**src/hdl/hcbp_pkg.sv**
```systemverilog
// Package for the Huffman code bit packer: widths, operation and register codes,
// and the result beat and queue push types. No dependencies.

package hcbp_pkg;

    localparam int WORD_BITS   = 8;
    localparam int SYM_BITS    = 8;
    localparam int LEN_BITS    = 4;
    localparam int COUNT_BITS  = 32;
    localparam int TABLE_DEPTH = 256;
    localparam int ENTRY_BITS  = WORD_BITS + LEN_BITS;
    localparam int CFG_ADDR_BITS = 3;

    localparam int FIFO_DEPTH    = 4;
    localparam int FIFO_PTR_BITS = $clog2(FIFO_DEPTH);
    localparam int FIFO_CNT_BITS = $clog2(FIFO_DEPTH + 1);

    localparam logic [COUNT_BITS-1:0] COUNT_MAX = '1;

    // operation codes
    localparam logic OP_WRITE  = 1'b0;
    localparam logic OP_ENCODE = 1'b1;

    // register word index
    localparam logic CFG_IDX_END_SYMBOL = 1'b0;

    // one output beat
    typedef struct packed {
        logic [WORD_BITS-1:0]  out_byte;
        logic                  last;
        logic [COUNT_BITS-1:0] byte_count;
    } result_t;

    // beats pushed into the output queue in one cycle (0, 1 or 2)
    typedef struct packed {
        logic [1:0] num;
        result_t    first;
        result_t    second;
    } push_t;

endpackage

```
**src/hdl/hcbp_ram.sv**
```systemverilog
// Generic simple dual-port RAM: one write port, one read port, registered read.
// No dependencies.

module hcbp_ram #(
    parameter int WIDTH = 12,
    parameter int DEPTH = 256
) (
    input  logic                     clk,
    input  logic                     we,
    input  logic [$clog2(DEPTH)-1:0] waddr,
    input  logic [WIDTH-1:0]         wdata,
    input  logic                     re,
    input  logic [$clog2(DEPTH)-1:0] raddr,
    output logic [WIDTH-1:0]         rdata
);

    logic [WIDTH-1:0] mem [DEPTH];
    logic [WIDTH-1:0] rdata_reg;

    // write port
    always_ff @(posedge clk)
    begin
        if (we)
        begin
            mem[waddr] <= wdata;
        end
    end

    // registered read, hold when not enabled
    always_ff @(posedge clk)
    begin
        if (re)
        begin
            rdata_reg <= mem[raddr];
        end
    end

    assign rdata = rdata_reg;

endmodule

```
**src/hdl/hcbp_out_fifo.sv**
```systemverilog
// Output beat queue of the Huffman code bit packer: takes up to two beats a
// cycle, hands one beat a cycle to a ready output channel. Uses hcbp_pkg.

module hcbp_out_fifo
    import hcbp_pkg::*;
(
    input  logic    clk,
    input  logic    rst_n,
    input  push_t   push,
    output logic    space_ok,
    output logic    out_valid,
    input  logic    out_ready,
    output result_t out_beat
);

    result_t                  entry_reg [FIFO_DEPTH];
    logic [FIFO_PTR_BITS-1:0] rd_ptr_reg, rd_ptr_next;
    logic [FIFO_PTR_BITS-1:0] wr_ptr_reg, wr_ptr_next;
    logic [FIFO_CNT_BITS-1:0] count_reg, count_next;
    logic [FIFO_PTR_BITS-1:0] wr_ptr_plus1;
    logic                     pop;

    assign out_valid = (count_reg != '0);
    assign out_beat  = entry_reg[rd_ptr_reg];
    assign pop       = out_valid && out_ready;
    // room for a worst-case push of two beats
    assign space_ok  = (count_reg <= FIFO_CNT_BITS'(FIFO_DEPTH - 2));
    assign wr_ptr_plus1 = wr_ptr_reg + FIFO_PTR_BITS'(1);

    // advance pointers and occupancy
    always_comb
    begin
        rd_ptr_next = rd_ptr_reg + FIFO_PTR_BITS'(pop);
        wr_ptr_next = wr_ptr_reg + FIFO_PTR_BITS'(push.num);
        count_next  = count_reg + FIFO_CNT_BITS'(push.num) - FIFO_CNT_BITS'(pop);
    end

    always_ff @(posedge clk or negedge rst_n)
    begin
        if (!rst_n)
        begin
            rd_ptr_reg <= '0;
            wr_ptr_reg <= '0;
            count_reg  <= '0;
        end
        else
        begin
            rd_ptr_reg <= rd_ptr_next;
            wr_ptr_reg <= wr_ptr_next;
            count_reg  <= count_next;
        end
    end

    // store pushed beats
    always_ff @(posedge clk)
    begin
        if (push.num != 2'd0)
        begin
            entry_reg[wr_ptr_reg] <= push.first;
        end
        if (push.num == 2'd2)
        begin
            entry_reg[wr_ptr_plus1] <= push.second;
        end
    end

endmodule

```
**src/hdl/huffman_code_bit_packer.sv**
```systemverilog
// Top level of the Huffman code bit packer: input handling, code table, packing
// logic and register port. Uses hcbp_pkg, hcbp_ram and hcbp_out_fifo.
//
// The packer takes one item per cycle. An item is accepted and its table entry is
// read from the 256-entry code RAM in that cycle; when the queue has room the code
// is merged into the partial byte and up to two output beats (a full byte and,
// for the end symbol, the final byte marked last) go into a four-beat output
// queue. A table write takes effect at once, so an encode may follow it on the
// very next cycle. Input is held off only while the queue has fewer than two
// free slots, so sustained rate is one item per cycle as long as the output side
// takes one beat per cycle; a stream's end symbol adds one extra beat. The code
// table has no reset: encode only symbols whose entries have been written.

module huffman_code_bit_packer
    import hcbp_pkg::*;
(
    input  logic                     clk,
    input  logic                     rst_n,
    // input channel
    input  logic                     in_valid,
    output logic                     in_ready,
    input  logic                     operation,
    input  logic [SYM_BITS-1:0]      symbol,
    input  logic [WORD_BITS-1:0]     code_word,
    input  logic [LEN_BITS-1:0]      code_length,
    // output channel
    output logic                     out_valid,
    input  logic                     out_ready,
    output logic [WORD_BITS-1:0]     out_byte,
    output logic                     last,
    output logic [COUNT_BITS-1:0]    byte_count,
    // register port
    input  logic                     psel,
    input  logic                     penable,
    input  logic                     pwrite,
    input  logic [CFG_ADDR_BITS-1:0] paddr,
    input  logic [31:0]              pwdata,
    output logic [31:0]              prdata,
    output logic                     pready
);

    logic [SYM_BITS-1:0]   end_symbol_reg;
    logic                  s1_valid_reg, s1_valid_next;
    logic                  s1_end_reg;
    logic [WORD_BITS-1:0]  partial_reg, partial_next;
    logic [LEN_BITS-1:0]   filled_reg, filled_next;
    logic [COUNT_BITS-1:0] emitted_reg, emitted_next;

    logic                  accept;
    logic                  fire;
    logic                  space_ok;
    logic                  cfg_write;
    logic                  cfg_is_end;
    logic [ENTRY_BITS-1:0] rd_entry;
    logic [LEN_BITS-1:0]   len_raw, len_eff;
    logic [WORD_BITS-1:0]  code_raw, code_mask, code;
    logic [WORD_BITS-1:0]  shift_hi, shift_lo, merged;
    logic [LEN_BITS:0]     bit_sum;
    logic                  overflow;
    logic [COUNT_BITS-1:0] count_a, count_b, count_mid;
    push_t                 push;
    result_t               out_beat;
    result_t               full_beat, end_beat;

    // register port
    assign pready     = 1'b1;
    assign cfg_is_end = (paddr[CFG_ADDR_BITS-1] == CFG_IDX_END_SYMBOL);
    assign cfg_write  = psel && penable && pwrite && cfg_is_end;
    assign prdata     = cfg_is_end ? {{(32-SYM_BITS){1'b0}}, end_symbol_reg} : '0;

    always_ff @(posedge clk or negedge rst_n)
    begin
        if (!rst_n)
        begin
            end_symbol_reg <= '0;
        end
        else if (cfg_write)
        begin
            end_symbol_reg <= pwdata[SYM_BITS-1:0];
        end
    end

    // input handshake: take a beat whenever the packing stage is free or moving
    assign fire     = s1_valid_reg && space_ok;
    assign in_ready = !s1_valid_reg || space_ok;
    assign accept   = in_valid && in_ready;

    // code table: {codeword, length}
    hcbp_ram #(
        .WIDTH(ENTRY_BITS),
        .DEPTH(TABLE_DEPTH)
    ) u_table (
        .clk  (clk),
        .we   (accept && (operation == OP_WRITE)),
        .waddr(symbol),
        .wdata({code_word, code_length}),
        .re   (accept && (operation == OP_ENCODE)),
        .raddr(symbol),
        .rdata(rd_entry)
    );

    // packing stage control
    always_comb
    begin
        s1_valid_next = s1_valid_reg;
        if (accept)
        begin
            s1_valid_next = (operation == OP_ENCODE);
        end
        else if (fire)
        begin
            s1_valid_next = 1'b0;
        end
    end

    always_ff @(posedge clk or negedge rst_n)
    begin
        if (!rst_n)
        begin
            s1_valid_reg <= 1'b0;
        end
        else
        begin
            s1_valid_reg <= s1_valid_next;
        end
    end

    // end-of-stream flag rides along with the read
    always_ff @(posedge clk)
    begin
        if (accept)
        begin
            s1_end_reg <= (symbol == end_symbol_reg);
        end
    end

    // clamp the length and drop codeword bits below it
    assign len_raw   = rd_entry[LEN_BITS-1:0];
    assign code_raw  = rd_entry[ENTRY_BITS-1:LEN_BITS];
    assign len_eff   = (len_raw > LEN_BITS'(WORD_BITS)) ? LEN_BITS'(WORD_BITS) : len_raw;
    assign code_mask = WORD_BITS'({{WORD_BITS{1'b1}}, {WORD_BITS{1'b0}}} >> len_eff);
    assign code      = code_raw & code_mask;

    // align the code at the fill offset; low part carries into the next byte
    assign shift_hi = code >> filled_reg;
    assign shift_lo = WORD_BITS'({code, {WORD_BITS{1'b0}}} >> filled_reg);
    assign merged   = partial_reg | shift_hi;
    assign bit_sum  = (LEN_BITS+1)'(filled_reg) + (LEN_BITS+1)'(len_eff);
    assign overflow = (bit_sum > (LEN_BITS+1)'(WORD_BITS));

    // saturating byte counts for the two possible beats
    assign count_a   = (emitted_reg == COUNT_MAX) ? emitted_reg : emitted_reg + 1'b1;
    assign count_mid = overflow ? count_a : emitted_reg;
    assign count_b   = (count_mid == COUNT_MAX) ? count_mid : count_mid + 1'b1;

    // next packer state and the beats to push
    always_comb
    begin
        if (overflow)
        begin
            partial_next = shift_lo;
            filled_next  = LEN_BITS'(bit_sum - (LEN_BITS+1)'(WORD_BITS));
        end
        else
        begin
            partial_next = merged;
            filled_next  = bit_sum[LEN_BITS-1:0];
        end
        emitted_next = count_mid;

        full_beat.out_byte   = merged;
        full_beat.last       = 1'b0;
        full_beat.byte_count = count_a;

        end_beat.out_byte    = partial_next;
        end_beat.last        = 1'b1;
        end_beat.byte_count  = count_b;

        if (s1_end_reg)
        begin
            partial_next = '0;
            filled_next  = '0;
            emitted_next = '0;
        end

        push.num    = 2'd0;
        push.first  = overflow ? full_beat : end_beat;
        push.second = end_beat;
        if (fire)
        begin
            push.num = 2'(overflow) + 2'(s1_end_reg);
        end
    end

    always_ff @(posedge clk or negedge rst_n)
    begin
        if (!rst_n)
        begin
            partial_reg <= '0;
            filled_reg  <= '0;
            emitted_reg <= '0;
        end
        else if (fire)
        begin
            partial_reg <= partial_next;
            filled_reg  <= filled_next;
            emitted_reg <= emitted_next;
        end
    end

    // output queue
    hcbp_out_fifo u_out_fifo (
        .clk      (clk),
        .rst_n    (rst_n),
        .push     (push),
        .space_ok (space_ok),
        .out_valid(out_valid),
        .out_ready(out_ready),
        .out_beat (out_beat)
    );

    assign out_byte   = out_beat.out_byte;
    assign last       = out_beat.last;
    assign byte_count = out_beat.byte_count;

endmodule

```
**config.mk**
```make
export PLATFORM = sky130hd
export DESIGN_NAME = huffman_code_bit_packer
export DESIGN_NICKNAME = d
export VERILOG_FILES = /design/src/hdl/hcbp_pkg.sv /design/src/hdl/hcbp_ram.sv /design/src/hdl/hcbp_out_fifo.sv /design/src/hdl/huffman_code_bit_packer.sv
export SDC_FILE = /design/constraint.sdc
export NUM_CORES = 2
export LEC_CHECK = 0
export BUFFER_PORTS_ARGS = -buffer_cell sky130_fd_sc_hd__buf_2
export CORE_MARGIN = 3
export CORE_UTILIZATION = 36
export CTS_CLUSTER_DIAMETER = 200
export DETAILED_ROUTE_END_ITERATION = 10
export PLACE_DENSITY_LB_ADDON = 0.15
export SYNTH_ARGS = -nofsm -noshare
export SYNTH_HDL_FRONTEND = slang
export SYNTH_SLANG_ARGS = --single-unit
```
**constraint.sdc**
```tcl
create_clock -name clk -period 10.95 [get_ports clk]
set_clock_uncertainty 0.1 [all_clocks]
set_input_delay 2.19 -clock clk [delete_from_list [all_inputs] [get_ports clk]]
set_output_delay 2.19 -clock clk [all_outputs]
set_load 0.03 [all_outputs]
```
# After elaboration in Yosys (flattened, before gate mapping)
# Memories as Yosys holds them, arrays and structs flattened. A register that Yosys moved wholly into a read port is not among the register bits.
# Cells that the tools add are included.
# op_classes
addsub,10
n_lt_le_gt_ge,3
n_eq_ne,4
n_shift,3
mux,20
n_bitwise,4
reduce_logical,13
# op_table
operator,count
$mux W32,4
$add A32 B1 Y32 const B,2
$eq A32 B32 Y1 const B,2
$mux W41,1
$mux W8,3
$shr A16 B4 Y8,1
$shr A16 B4 Y8 const A,1
$mux W4,3
$and A8 B8 Y8,1
$eq A8 B8 Y1,1
$logic_and A1 B1 Y1,8
$mux W1,8
$or A8 B8 Y8,1
$shr A8 B4 Y8,1
$add A4 B4 Y5,1
$gt A5 B4 Y1 const B,1
$gt A4 B4 Y1 const B,1
$reduce_bool A2 Y1,2
$sub A4 B4 Y4 const B,1
$add A3 B2 Y3,1
$le A3 B2 Y1 const B,1
$reduce_bool A3 Y1,1
$sub A3 B1 Y3,1
$add A1 B1 Y2,1
8 further kinds,9
# word_totals
register_bits,61
mem_bits_rw,3236
inputBits,63
n_memories,2
# mem_list
name,words,word_bits,rd,rd_ports_with_merged_regs,write_ports,line,source
u_table.mem,256,12,1,1,1,hcbp_ram.sv:17,logic [WIDTH-1:0] mem [DEPTH];
u_out_fifo.entry_reg,4,41,1,0,2,hcbp_out_fifo.sv:16,result_t entry_reg [FIFO_DEPTH];

# Logic depth before layout (Yosys ltp)
# depth
word_depth,9
mapped_depth,27

# By module
# A second synthesis with hierarchy kept.
# hier_totals
hier_cells,6779
hier_area_um2,133362.9
# modules_own_cells
mod,n_inst,cells_per_inst,area_per_inst_um2
hcbp_ram,1,5506,118752.6
hcbp_out_fifo,1,439,8435.6
huffman_code_bit_packer,1,834,6174.7

# Least setup slack after synthesis
# Ideal clock, no wire load.
# synth_timing
path_type,input port to flip-flop
start,in symbol[0]
end,"reg u_table.rdata_reg[8], in the netlist u_table.rdata[8] (read register of u_table.mem) (data pin)"
setup_time_ns,0.273
arrival_time_ns,6.312
required_ns,10.577
setup_slack_ns,4.264
path_stages,10
path_buffers,6
cell_sequence,clkbuf_1 -> buf_2 -> clkbuf_1 -> clkbuf_1 -> clkbuf_1 -> clkbuf_1 -> mux4_2 -> mux4_2 -> a221oi_1 -> o211ai_1
# synth_rtl
element,line,source
from (decl),huffman_code_bit_packer.sv:23,"input logic [SYM_BITS-1:0] symbol,"
to (decl),hcbp_ram.sv:18,logic [WIDTH-1:0] rdata_reg;

==> flow_summary.yaml <==
critical_path:
  r2r_end: "u_out_fifo.entry_reg[3][14]"
  cp-startpoint: "u_table.rdata[3]"
  crit_cells: 15
  crit_path_max_incr_delay_ns: 1.07
  cp-end-kind: "flip-flop"
  cp-start-kind: "flip-flop"
  crit_buf_inv: 2
  cp_data_arrival_time_ns: 7.63
  critPathTopFamily: "simple AND/OR/NAND/NOR gates"
  crit_type: "flip-flop to flip-flop"
  cp.required_ns: 11.48
  reg2reg_depth: 15
  critPathMaxFanout: 51
  endpoint: "u_out_fifo.entry_reg[3][14]"
  r2r_start: "u_table.rdata[3]"
  crit_slowest_cell: "or4_1"
  regToRegSetupSlack_ns: 3.84
  crit_chain: "nor2b_1, ha_1, inv_1, fa_1, xor2_1, and3b_1, o311a_2, buf_4, or4_1, a222oi_1, nand3_1, or4_1, a32oi_1, xor2_1, o22ai_1"
power:
  switchingPower_uw: 7230
  sw_frac_of_total_pct: 24.7
  leakagePower_uw: 0.0466
  seqPwrFrac_pct: 48.5
  p_comb_share_pct: 10.4
  ir_drop_uv: 136
  clkPwrFrac_pct: 41.1
  internal_power_uw: 22000
  p_total_uw: 29300
  power_density_mw_per_mm2: 193
synth:
  yosysUniqueCellTypes: 85
  synthTopCellsByArea: "edfxtp_1, mux4_2, dfrtp_1"
  synth.most_common_cell: "edfxtp_1"
  synth_edf_count: 3245
  synth_seq_cells: 3309
  syn_area_per_cell_um2: 21.2
  yosys.area.top_type: "edfxtp_1"
  async_reset_ff_share_pct: 1.81
  syn_area_mm2: 0.132
  syn_inst: 6245
  ys_seq_area_share_pct: 74.8
  ys.flop_type: "edfxtp_1"
  ys_top_cells_by_count: "edfxtp_1, mux4_2, nor2_1, clkbuf_1, nand2_1"
  synth_top_area_share_pct: 73.6
  ys_warn_count: 0
routing:
  route.detailed.drc: 0
  wl_per_cell_um: 31.4
  routed_wl_um: 367000
  ant_nets: 0
  drt_iter0_markers: 6754
  num_vias: 65500
  drt_pass1_iterations: 8
  via_per_inst: 5.59
layout:
  nets: 6685
  syn_to_final_growth_pct: 14.7
  final_area_mm2: 0.152
  largest_reg_flops: 3072
  drive_gt1_share_pct: 30.2
floorplan:
  fp.coreArea_mm2: 0.364
  fp.dieArea_mm2: 0.375
  start_util_pct: 36.3
  die_w_um: 612
  die_y_um: 612
  io_pins: 139
  std_cell_rows: 221
sta:
  finalHoldViolCount: 0
  finalCritPeriodShare_pct: 64.9
  fin_crit_ns: 7.11
  max_slew.worst_pin.slew_ns: 1.27
  slew_violations: 0
  max_freq_mhz: 141
  fin_tns_setup_ns: 0
  slew_headroom_pct: 14.9
  rsz0062_at_grt: "false"
  setup_viol: 0
grt:
  grt_overflow: 0
  grt_max_degree: 128
  antenna_found_initial: 18
  grtUsageTotal_pct: 19.4
  grt_pass1_wl_um: 520000
  grt_pass1_vias: 67300
clocking:
  cts_tree: "done"
  cts_buffers: 360
  clockRootBuffer: "clkbuf_16"
  postCtsResizedCells: 0
  cts_max_level: 5
  clk_pin_slew_worst_paths_ns: 0.06
  post_cts_buffers: 0
  clk_path_buf_depth: 4
  clock_sinks: 3309
  clock_latency_ns: 0.94
  postCtsHoldBufs: 0
flow_run:
  max_cap_violations: 0
min_path:
  min-delay-start: "u_out_fifo.entry_reg[2][32]"
  hp-class: "flip-flop to flip-flop"
placed_design:
  io_buffers: 87
  hpwl_um: 217000
  gp_congestion: 0.849
  place_area_mm2: 0.140
outcome:
  outcome: "finished clean"
-- area by class of cell --
class / count / area [µm²]
antenna: 9 / 22.5
clock buffer: 457 / 9660
clock inverter: 198 / 1970
fill: 31800 / 212000
inverter: 31 / 116
multi-input combinational: 2516 / 31900
sequential: 3309 / 99000
tap: 4794 / 6000
timing repair buffer: 390 / 3060
-- layout by cell type (no fill, tap or decap), types with 21 or more instances in the layout --
cell / instances
conb_1: 25
o22ai_1: 135
nor3_1: 37
nor2_2: 91
or3_1: 22
edfxtp_1: 3245
mux2i_1: 25
o21ai_0: 99
inv_1: 25
buf_2: 68
bufinv_16: 31
clkbuf_1: 78
nand3_1: 59
or4_1: 22
clkinv_2: 63
xnor2_1: 43
a21oi_1: 63
clkbuf_16: 369
mux4_2: 1026
and2_1: 25
nand2_1: 172
nand4_1: 41
nor2b_1: 28
clkinv_1: 80
nor2_1: 277
dfrtp_1: 58
buf_4: 292
xor2_1: 21
-- worst min-delay path by stage --
| stage | end | slack (ns) | cells past startpoint |
|---|---|---|---|
| floorplan | u_out_fifo.entry_reg[3][32] | 0.34 | 2 |
| global placement | u_out_fifo.entry_reg[2][32] | 0.35 | 1 |
| detailed placement | u_out_fifo.entry_reg[2][32] | 0.36 | 1 |
| CTS | u_out_fifo.entry_reg[2][32] | 0.38 | 1 |
| global route | u_out_fifo.entry_reg[2][32] | 0.38 | 1 |
| finish | u_out_fifo.entry_reg[2][32] | 0.38 | 1 |
-- metal layers --
metal	vias up	global-route usage [%]	part of all wire, %
li1	27100	-	-
met1	35800	27.5	43
met2	2098	31.4	48
met3	508	3.06	5.8
met4	2	5.14	2.8
met5	-	0	0.0035
-- cells by family after synthesis --
kind of cell / Yosys count / share of synthesized area (%)
other: 2 / 0.00568
buffers and inverters: 443 / 1.36
xor gates and xnor gates: 65 / 0.436
adders and majority gates: 14 / 0.144
AOI/OAI and AO/OA: 459 / 2.26
and+or+nand+nor: 884 / 3.15
muxes: 1069 / 17.8
DFF: 3309 / 74.8
-- power by group through the flow --
stage | clock network, µW | registers [µW] | logic (µW)
floorplan | 0 | 14400 | 1940
global placement | 0 | 14400 | 3070
detailed placement | 0 | 14500 | 3100
CTS | 12300 | 14200 | 3100
global route | 12800 | 14200 | 3270
finish | 12000 | 14200 | 3050
-- stage by stage --
step,hold WS (ns),instances,setup WS [ns],utilization [%]
detailed placement,0.364,11000,3.84,38.5
finish,0.378,11700,3.84,41.7
floorplan,0.335,6268,4.26,-
global placement,0.348,11000,3.86,38.5
CTS,0.377,11700,3.94,41.7
global route,0.384,11700,3.48,41.7
Power figures use the tool's default switching activity.
